## src/design/sca_pkg.sv

```systemverilog
// shared types, constants and helpers for the sine / cosine approximation unit
// internal arithmetic is unsigned magnitude or signed q.28; no dependencies
package sca_pkg;

   // q.28 working format: 34 bits signed covers a reduced angle with margin
   localparam int WORK_WIDTH = 34;
   localparam int FRAC_BITS  = 28;

   // q.28 constants
   localparam logic signed [WORK_WIDTH-1:0] K_PI      = 34'sd843314857;
   localparam logic signed [WORK_WIDTH-1:0] K_TWO_PI  = 34'sd1686629713;
   localparam logic signed [WORK_WIDTH-1:0] K_HALF_PI = 34'sd421657428;
   localparam logic signed [WORK_WIDTH-1:0] K_ONE     = 34'sd268435456;
   localparam logic [28:0]                  K_SCALE   = 29'd272139865;

   // constant divisors, their rounding offsets and floor(2^32 / d) reciprocals
   localparam logic [6:0]  DIV_SIN3  = 7'd6;
   localparam logic [6:0]  DIV_COS4  = 7'd24;
   localparam logic [6:0]  DIV_SIN5  = 7'd120;
   localparam logic [5:0]  HALF_SIN3 = 6'd3;
   localparam logic [5:0]  HALF_COS4 = 6'd12;
   localparam logic [5:0]  HALF_SIN5 = 6'd60;
   localparam logic [29:0] RECIP_SIN3 = 30'd715827882;
   localparam logic [29:0] RECIP_COS4 = 30'd178956970;
   localparam logic [29:0] RECIP_SIN5 = 30'd35791394;

   // folded angle, split into magnitude and sign
   typedef struct packed {
      logic        cosine;
      logic        negate;
      logic        sign;
      logic [28:0] mag;
   } range_out_type;

   // powers of the scaled angle, all as q.28 magnitudes
   typedef struct packed {
      logic        cosine;
      logic        negate;
      logic        sign;
      logic [28:0] m;
      logic [29:0] x2;
      logic [30:0] p3;
      logic [31:0] x5;
   } poly_out_type;

   // q.28 product back to q.28, round to nearest, ties away from zero
   function automatic logic [63:0] rnd_q28(input logic [63:0] prod);
      logic [63:0] sum;
      sum = prod + 64'd134217728;
      return sum >> FRAC_BITS;
   endfunction

endpackage

```

## src/design/sca_range.sv

```systemverilog
// range reduction into [-pi, pi] and fold into [-pi/2, pi/2], two stages
// depends on sca_pkg
module sca_range #(
   parameter int ANGLE_WIDTH = 16
) (
   input  logic                          clock,
   input  logic                          reset,
   input  logic                          in_valid,
   output logic                          in_ready,
   input  logic                          in_cosine,
   input  logic signed [ANGLE_WIDTH-1:0] in_angle,
   output logic                          out_valid,
   input  logic                          out_ready,
   output sca_pkg::range_out_type        out_data
);
   import sca_pkg::*;

   localparam int SHIFT = 32 - ANGLE_WIDTH;

   logic                          valid1_ff, valid2_ff;
   logic                          adv1, adv2;
   logic signed [WORK_WIDTH-1:0]  angle_q28;
   logic signed [WORK_WIDTH-1:0]  reduced_in, reduced_ff;
   logic                          cosine_in, cosine_ff;
   logic signed [WORK_WIDTH-1:0]  fold_sum;
   range_out_type                 fold_in, fold_ff;

   // stage advance, back to front
   assign adv2     = !valid2_ff || out_ready;
   assign adv1     = !valid1_ff || adv2;
   assign in_ready = adv1;

   // widen to q.28 and bring into [-pi, pi] with one add or subtract of 2pi
   always_comb begin
      angle_q28 = WORK_WIDTH'(in_angle) <<< SHIFT;
      cosine_in = in_cosine;
      if (angle_q28 > K_PI) begin
         reduced_in = angle_q28 - K_TWO_PI;
      end else if (angle_q28 < -K_PI) begin
         reduced_in = angle_q28 + K_TWO_PI;
      end else begin
         reduced_in = angle_q28;
      end
   end

   // fold beyond +/- pi/2 toward zero; a cosine fold flips the result sign
   always_comb begin
      fold_in.cosine = cosine_ff;
      fold_in.negate = 1'b0;
      if (reduced_ff < -K_HALF_PI) begin
         fold_sum       = K_PI + reduced_ff;
         fold_in.sign   = 1'b1;
         fold_in.negate = cosine_ff;
      end else if (reduced_ff > K_HALF_PI) begin
         fold_sum       = K_PI - reduced_ff;
         fold_in.sign   = 1'b0;
         fold_in.negate = cosine_ff;
      end else begin
         fold_sum     = reduced_ff[WORK_WIDTH-1] ? -reduced_ff : reduced_ff;
         fold_in.sign = reduced_ff[WORK_WIDTH-1];
      end
      fold_in.mag = fold_sum[28:0];
   end

   // valid bits
   always_ff @(posedge clock) begin
      if (reset) begin
         valid1_ff <= 1'b0;
         valid2_ff <= 1'b0;
      end else begin
         if (adv1) valid1_ff <= in_valid;
         if (adv2) valid2_ff <= valid1_ff;
      end
   end

   // payload
   always_ff @(posedge clock) begin
      if (adv1) begin
         reduced_ff <= reduced_in;
         cosine_ff  <= cosine_in;
      end
      if (adv2) fold_ff <= fold_in;
   end

   assign out_valid = valid2_ff;
   assign out_data  = fold_ff;

endmodule

```

## config.mk

```make
export PLATFORM = sky130hd
export DESIGN_NAME = sca_range
export DESIGN_NICKNAME = d
export VERILOG_FILES = /design/src/design/sca_pkg.sv /design/src/design/sca_range.sv
export SDC_FILE = /design/constraint.sdc
export NUM_CORES = 1
export LEC_CHECK = 0
export ABC_AREA = 1
export BUFFER_PORTS_ARGS = -buffer_cell sky130_fd_sc_hd__clkbuf_2
export CELL_PAD_IN_SITES_DETAIL_PLACEMENT = 2
export CELL_PAD_IN_SITES_GLOBAL_PLACEMENT = 2
export CORE_MARGIN = 8
export CORE_UTILIZATION = 30
export DETAILED_ROUTE_END_ITERATION = 12
export PLACE_DENSITY_LB_ADDON = 0.2
export SYNTH_ARGS = -nofsm -noshare
export SYNTH_HDL_FRONTEND = slang
export SYNTH_SLANG_ARGS = --single-unit
```

## constraint.sdc

```tcl
create_clock -name clock -period 2.9 [get_ports clock]
set_input_delay 0.29 -clock clock [delete_from_list [all_inputs] [get_ports clock]]
set_output_delay 0.29 -clock clock [all_outputs]
set_load 0.005 [all_outputs]
```

==> results of run 1 <==
[power by group]
group          internal [mW]  total, mW  switching, mW
Clock                  0.409      0.714          0.305
Combinational          0.365       1.07          0.706
Sequential              1.03       1.09         0.0636
Total                   1.80       2.88           1.07
[metal layers]
layer,wire (µm),GRT usage (%),up-vias
met3,447,2.093,18
li1,-,-,2351
met2,9587,34.54,69
met1,7857,21.41,2442
met4,230,4.864,0
met5,0,0,-
[worst max-delay path, cell delays in order (launching register included)]
cell and delay [ns]:
edfxtp_1 0.44, buf_4 0.16, buf_4 0.17, clkinv_1 0.10, ha_1 0.38, a21oi_2 0.14
nand4_2 0.10, nand3_2 0.29, inv_2 0.44, nand2_1 0.13, nand3_1 0.10, nand2_1 0.08
[cell type report]
cell class | instances | area [µm²]
Timing Repair Buffer | 84 | 508.0
Multi-Input combinational cell | 533 | 2659
Sequential cell | 54 | 1602
Inverter | 67 | 257.7
Timing Repair inverter | 1 | 7.507
Tap cell | 188 | 235.2
Fill cell | 1873 | 9766
Clock inverter | 3 | 42.54
Clock buffer | 5 | 125.1
[sequential cells by signal, summed over array words and instances, names as in the netlist]
signal / count
cosine_ff: 1
out_data: 31
valid1_ff: 1
out_valid: 1
reduced_ff: 20
[timing repair]
| action | in CTS | in global routing |
|---|---|---|
| endpoints found under the hold margin | 0 | 0 |
| setup endpoints to repair | 7 | 26 |
| hold buffers | 0 | 0 |
| setup buffers | 1 | 2 |
| gates resized for setup | 2 | 10 |
| pin swaps | 0 | 2 |
| gates cloned | 0 | 1 |
[path summary, 6_finish.rpt]
kind	start	endpoint	depth (start not counted)
worst min register to register	cosine_ff	out_data[31]	0
worst max register to register	reduced_ff[15]	out_data[22]	11
worst max-delay path	reduced_ff[15]	out_data[22]	11
worst min-delay path	reset	valid1_ff	2
[cell families after synthesis]
group,count (synthesis),synth area share (%)
simple gates,410,37.39
buf+inv,94,9.468
compound gates,79,9.227
flops,54,34.23
xor+xnor,26,4.868
fa+ha+maj,18,4.814
[synthesized netlist by cell type, types with 2 or more instances]
| cell | count | area, µm² |
|---|---|---|
| o21bai_1 | 2 | 15.01 |
| nor3_1 | 17 | 85.08 |
| nand4_1 | 8 | 50.05 |
| clkbuf_1 | 2 | 7.510 |
| o21ai_1 | 9 | 45.04 |
| nand2_2 | 4 | 25.02 |
| or2_1 | 2 | 12.51 |
| a21oi_1 | 18 | 90.09 |
| o211ai_1 | 4 | 30.03 |
| nand3_1 | 61 | 305.3 |
| nor2_1 | 58 | 217.7 |
| ha_1 | 18 | 225.2 |
| nor2_2 | 5 | 31.28 |
| edfxtp_1 | 52 | 1562 |
| dfxtp_1 | 2 | 40.04 |
| a31oi_1 | 3 | 18.77 |
| clkinv_1 | 2 | 7.510 |
| nand3_2 | 4 | 40.04 |
| inv_2 | 12 | 45.04 |
| buf_4 | 11 | 82.58 |
| o21ai_0 | 38 | 190.2 |
| buf_2 | 10 | 50.05 |
| nand2_1 | 243 | 912.1 |
| xor2_1 | 25 | 219.0 |
| inv_1 | 52 | 195.2 |
| buf_6 | 3 | 33.78 |
| nand3b_1 | 3 | 22.52 |
[stage by stage]
stage	area (µm²)	hold WS [ns]	setup TNS (ns)
2_1_floorplan	4678	0.3591	0
3_3_place_gp	5210	0.4309	0
3_5_place_dp	5210	0.4552	-0.08447
4_1_cts	5389	0.1532	0
5_1_grt	5436	0.1574	-0.03882
6_report	5436	0.1584	0
==> flow_summary.yaml, run 1 <==
run_status:
  outcome: "finished, final reports clean"
synth:
  seq_area_frac_synth_pct: 34.23
  async_flop_share_pct: 0
  synthCells: 681
  synth.cell_area_mm2: 0.004678
  yosysUniqueCellTypes: 40
  ys_ff_latch: 54
  yosys_warnings: 0
  avgSynthCellArea_um2: 6.870
  ys.flop_type: "edfxtp_1"
  syn_nets: 720
  synth_edf_count: 52
finish:
  drive_gt1_share_pct: 17.40
  n_antenna_cell: 0
  area_delta_synth_final_pct: 16.21
  final_common_cell: "nand2_1"
  fin_nets: 785
  instances_no_fill: 935
  final_cell_mix: "nand2_1, nand3_1, nor2_1"
  fin_util_pct: 35.76
clock_network:
  cts_buffer_depth: 2
  cts_root_buffer: "clkbuf_16"
  cts_max_level: 2
  cts_tree: "yes"
  cts.sinks: 54
  insertion_delay_ns: 0.31
  clkTransAtPathRegs_ns: 0.08
  cts_buffers: 5
global_routing:
  grtUsageTotal_pct: 18.33
  grt_max_degree: 33
  grt_pass1_wl_um: 28950
  grt_overflow: 0
  antenna_found_initial: 0
  grt_pass1_vias: 5457
floorplanning:
  dieArea_mm2: 0.01985
  core_area_mm2: 0.01520
  die_w_um: 140.9
  rows: 45
  start_util_pct: 30.77
  fp.dieH_um: 140.9
  io-pin-count: 55
placed_design:
  dpl.hpwl_um: 14430
  gp_congestion: 0.8727
  dp_cells: 923
  pre_cts_ws_ns: -0.08387
  port_buffers: 54
sta:
  setup_viol: 0
  worst_pin_slew_ns: 0.4520
  hold_viol: 0
  finalClockSkew_ns: 0.01354
  layout_setup_ws_ns: 0.1074
  rsz0062_at_grt: "true"
  finalCritPeriodShare_pct: 96.30
  finalCriticalPeriod_ns: 2.793
  timing.fmax_mhz: 358.1
  relSlewSlack_pct: 69.55
  final_max_slew_viol_count: 0
route:
  via_count: 4880
  drt_wl_total_um: 18120
  avgRoutedWirePerCell_um: 19.38
  drt-vias-per-instance: 5.219
  drt_iter0_drc: 166
  drcViolationCount: 0
  dr.pass1.iters: 4
  final_antenna_net_count: 0
worst_setup_path:
  cp_max_fo: 16
  required_ns: 2.96
  critPathArrivalTime_ns: 2.85
  start_kind: "register"
  end_kind: "register"
  path_class: "register to register"
  reg2reg_slack_ns: 0.11
power_and_ir_drop:
  leakagePower_nw: 2.610
  vdd_ir_drop_max_mv: 0.2230
  power_density_mw_per_mm2: 529.7
  p_total_mw: 2.879
hold_path:
  hold_path_class: "input pin to register"
job:
  cap_violations: 0
No activity file was read; power rests on OpenSTA's default activity.
==> run 2, diff against run 1 <==
- PLACE_DENSITY: default -> 0.77
- PLACE_DENSITY_LB_ADDON: 0.2 -> default
==> run 2 against run 1 <==
Power fell by 4.2%; non-clock buffer count down 4; final area shrank 1.3%; die area unchanged; register-to-register slack improved by 0.097 ns; maximum frequency rose by 3.6%; worst setup slack improved by 0.097 ns; critical endpoint is now out_data[11].
==> flow_summary.yaml, run 2 (synthesis gave the netlist of run 1 again) <==
sta:
  relSlewSlack_pct: 63.79
  finalCritPeriodShare_pct: 92.95
  timing.fmax_mhz: 371.0
  final_max_slew_viol_count: 0
  worst_pin_slew_ns: 0.5374
  hold_viol: 0
  finalClockSkew_ns: 0.008902
  fin_setup_tns_ns: 0
  finalCriticalPeriod_ns: 2.695
  rsz0062_at_grt: "false"
  setup_viol: 0
route:
  drcViolationCount: 0
  drt_wl_total_um: 18030
  wl_met1_um: 7543
  avgRoutedWirePerCell_um: 19.39
  via_count: 4845
  met2WireLength_um: 9387
  highest_layer: "met4"
  drt_iter0_drc: 219
  drt-vias-per-instance: 5.210
  dr.pass1.iters: 4
  final_antenna_net_count: 0
  wl_met3_um: 648
power_and_ir_drop:
  power_density_mw_per_mm2: 514.5
  p_total_mw: 2.760
  leakagePower_nw: 2.578
  vdd_ir_drop_max_mv: 0.2342
clock_network:
  cts_max_level: 2
  insertion_delay_ns: 0.31
  clkTransAtPathRegs_ns: 0.08
  cts.sinks: 54
  cts_root_buffer: "clkbuf_16"
  cts_tree: "yes"
  cts_buffers: 5
  cts_resized: 0
  ctsHoldBuffers: 0
  cts_buffer_depth: 2
  post_cts_buffers: 0
finish:
  final_common_cell: "nand2_1"
  largest_reg_flops: 31
  area_delta_synth_final_pct: 14.66
  drive_gt1_share_pct: 16.85
  final_cell_mix: "nand2_1, nand3_1, nor2_1"
  num-fill-cells: 1921
  n_antenna_cell: 0
  fin_nets: 780
floorplanning:
  dieArea_mm2: 0.01985
  rows: 45
  fp.dieH_um: 140.9
  start_util_pct: 30.77
  io-pin-count: 55
  die_w_um: 140.9
  core_area_mm2: 0.01520
placed_design:
  gp_congestion: 0.9674
  dpl.hpwl_um: 14670
  port_buffers: 54
global_routing:
  grt_pass1_wl_um: 29060
  antenna_found_initial: 0
  grt_pass1_vias: 5395
  grt_max_degree: 33
  grtUsageTotal_pct: 18.45
  grt_overflow: 0
worst_setup_path:
  end_kind: "register"
  cpMaxStageDelayCell: "edfxtp_1"
  start_kind: "register"
  crit_start: "reduced_ff[15]"
  reg2reg_slack_ns: 0.20
  critPathArrivalTime_ns: 2.84
  slowest_delay_ns: 0.45
  crit_chain: "ha_4, inv_1, nor2_2, o21ai_0, a21oi_1, nor3_1, o21ai_0, ha_1, inv_2, buf_4, o21ai_0, a21oi_1, a21oi_1, o21ai_1"
  cp_max_fo: 8
  path_class: "register to register"
  reg2reg_to: "out_data[11]"
  r2r-start: "reduced_ff[15]"
  r2r_cells: 14
  required_ns: 3.05
hold_path:
  holdPathStages: 2
  hold_path_class: "input pin to register"
  hp-start: "reset"
  min_to: "valid1_ff"
run_status:
  outcome: "finished, final reports clean"
job:
  cap_violations: 0
run 2: critical path, delay by kind of cell, from the launching register on:
family / cells / cell delay (ns)
buffers and inverters: 3 / 0.40
and+or+nand+nor: 2 / 0.20
DFF: 1 / 0.45
AOI/OAI and AO/OA: 7 / 0.90
adders and majority gates: 2 / 0.58
run 2: through the flow:
stage | worst slack, ns | cells | cell area (µm²) | util (%) | hold WS, ns
after floorplan | 0.09766 | 681 | 4678 | - | 0.3591
after global placement | 0.2508 | 922 | 5190 | 34.14 | 0.4313
after detailed placement | 0.05842 | 922 | 5190 | 34.14 | 0.4436
after CTS | 0.007168 | 930 | 5335 | 35.09 | 0.1506
after global routing | 0.003052 | 930 | 5364 | 35.28 | 0.1564
final | 0.2045 | 930 | 5364 | 35.28 | 0.1504
run 2: worst max-delay path by stage:
stage / depth (start not counted) / endpoint
after floorplan: 15 / out_data[17]
after global placement: 15 / out_data[28]
after detailed placement: 15 / out_data[13]
after CTS: 14 / out_data[11]
after global routing: 15 / out_data[28]
final: 14 / out_data[11]
run 2: layout make-up:
cell class	count	area, µm²	share of cell area, %
tap	188	235.2	4.385
multi-input combinational	533	2659	49.57
clock inverter	3	20.02	0.3732
clock buffer	5	125.1	2.333
timing repair buffer	80	469.2	8.747
sequential	54	1602	29.86
inverter	67	254.0	4.735
run 2: routing by layer:
| metal | up-vias | global-route usage (%) |
|---|---|---|
| met1 | 2387 | 20.63 |
| li1 | 2336 | - |
| met5 | - | 0 |
| met2 | 94 | 34.95 |
| met3 | 28 | 2.600 |
| met4 | 0 | 6.222 |
run 2: power by group:
group	internal, mW	switching, mW	leakage (nW)	total [mW]
sequential	1.03	0.0727	0.571	1.10
combinational	0.350	0.685	1.94	1.03
clock	0.321	0.299	0.0679	0.621
total	1.70	1.06	2.58	2.76
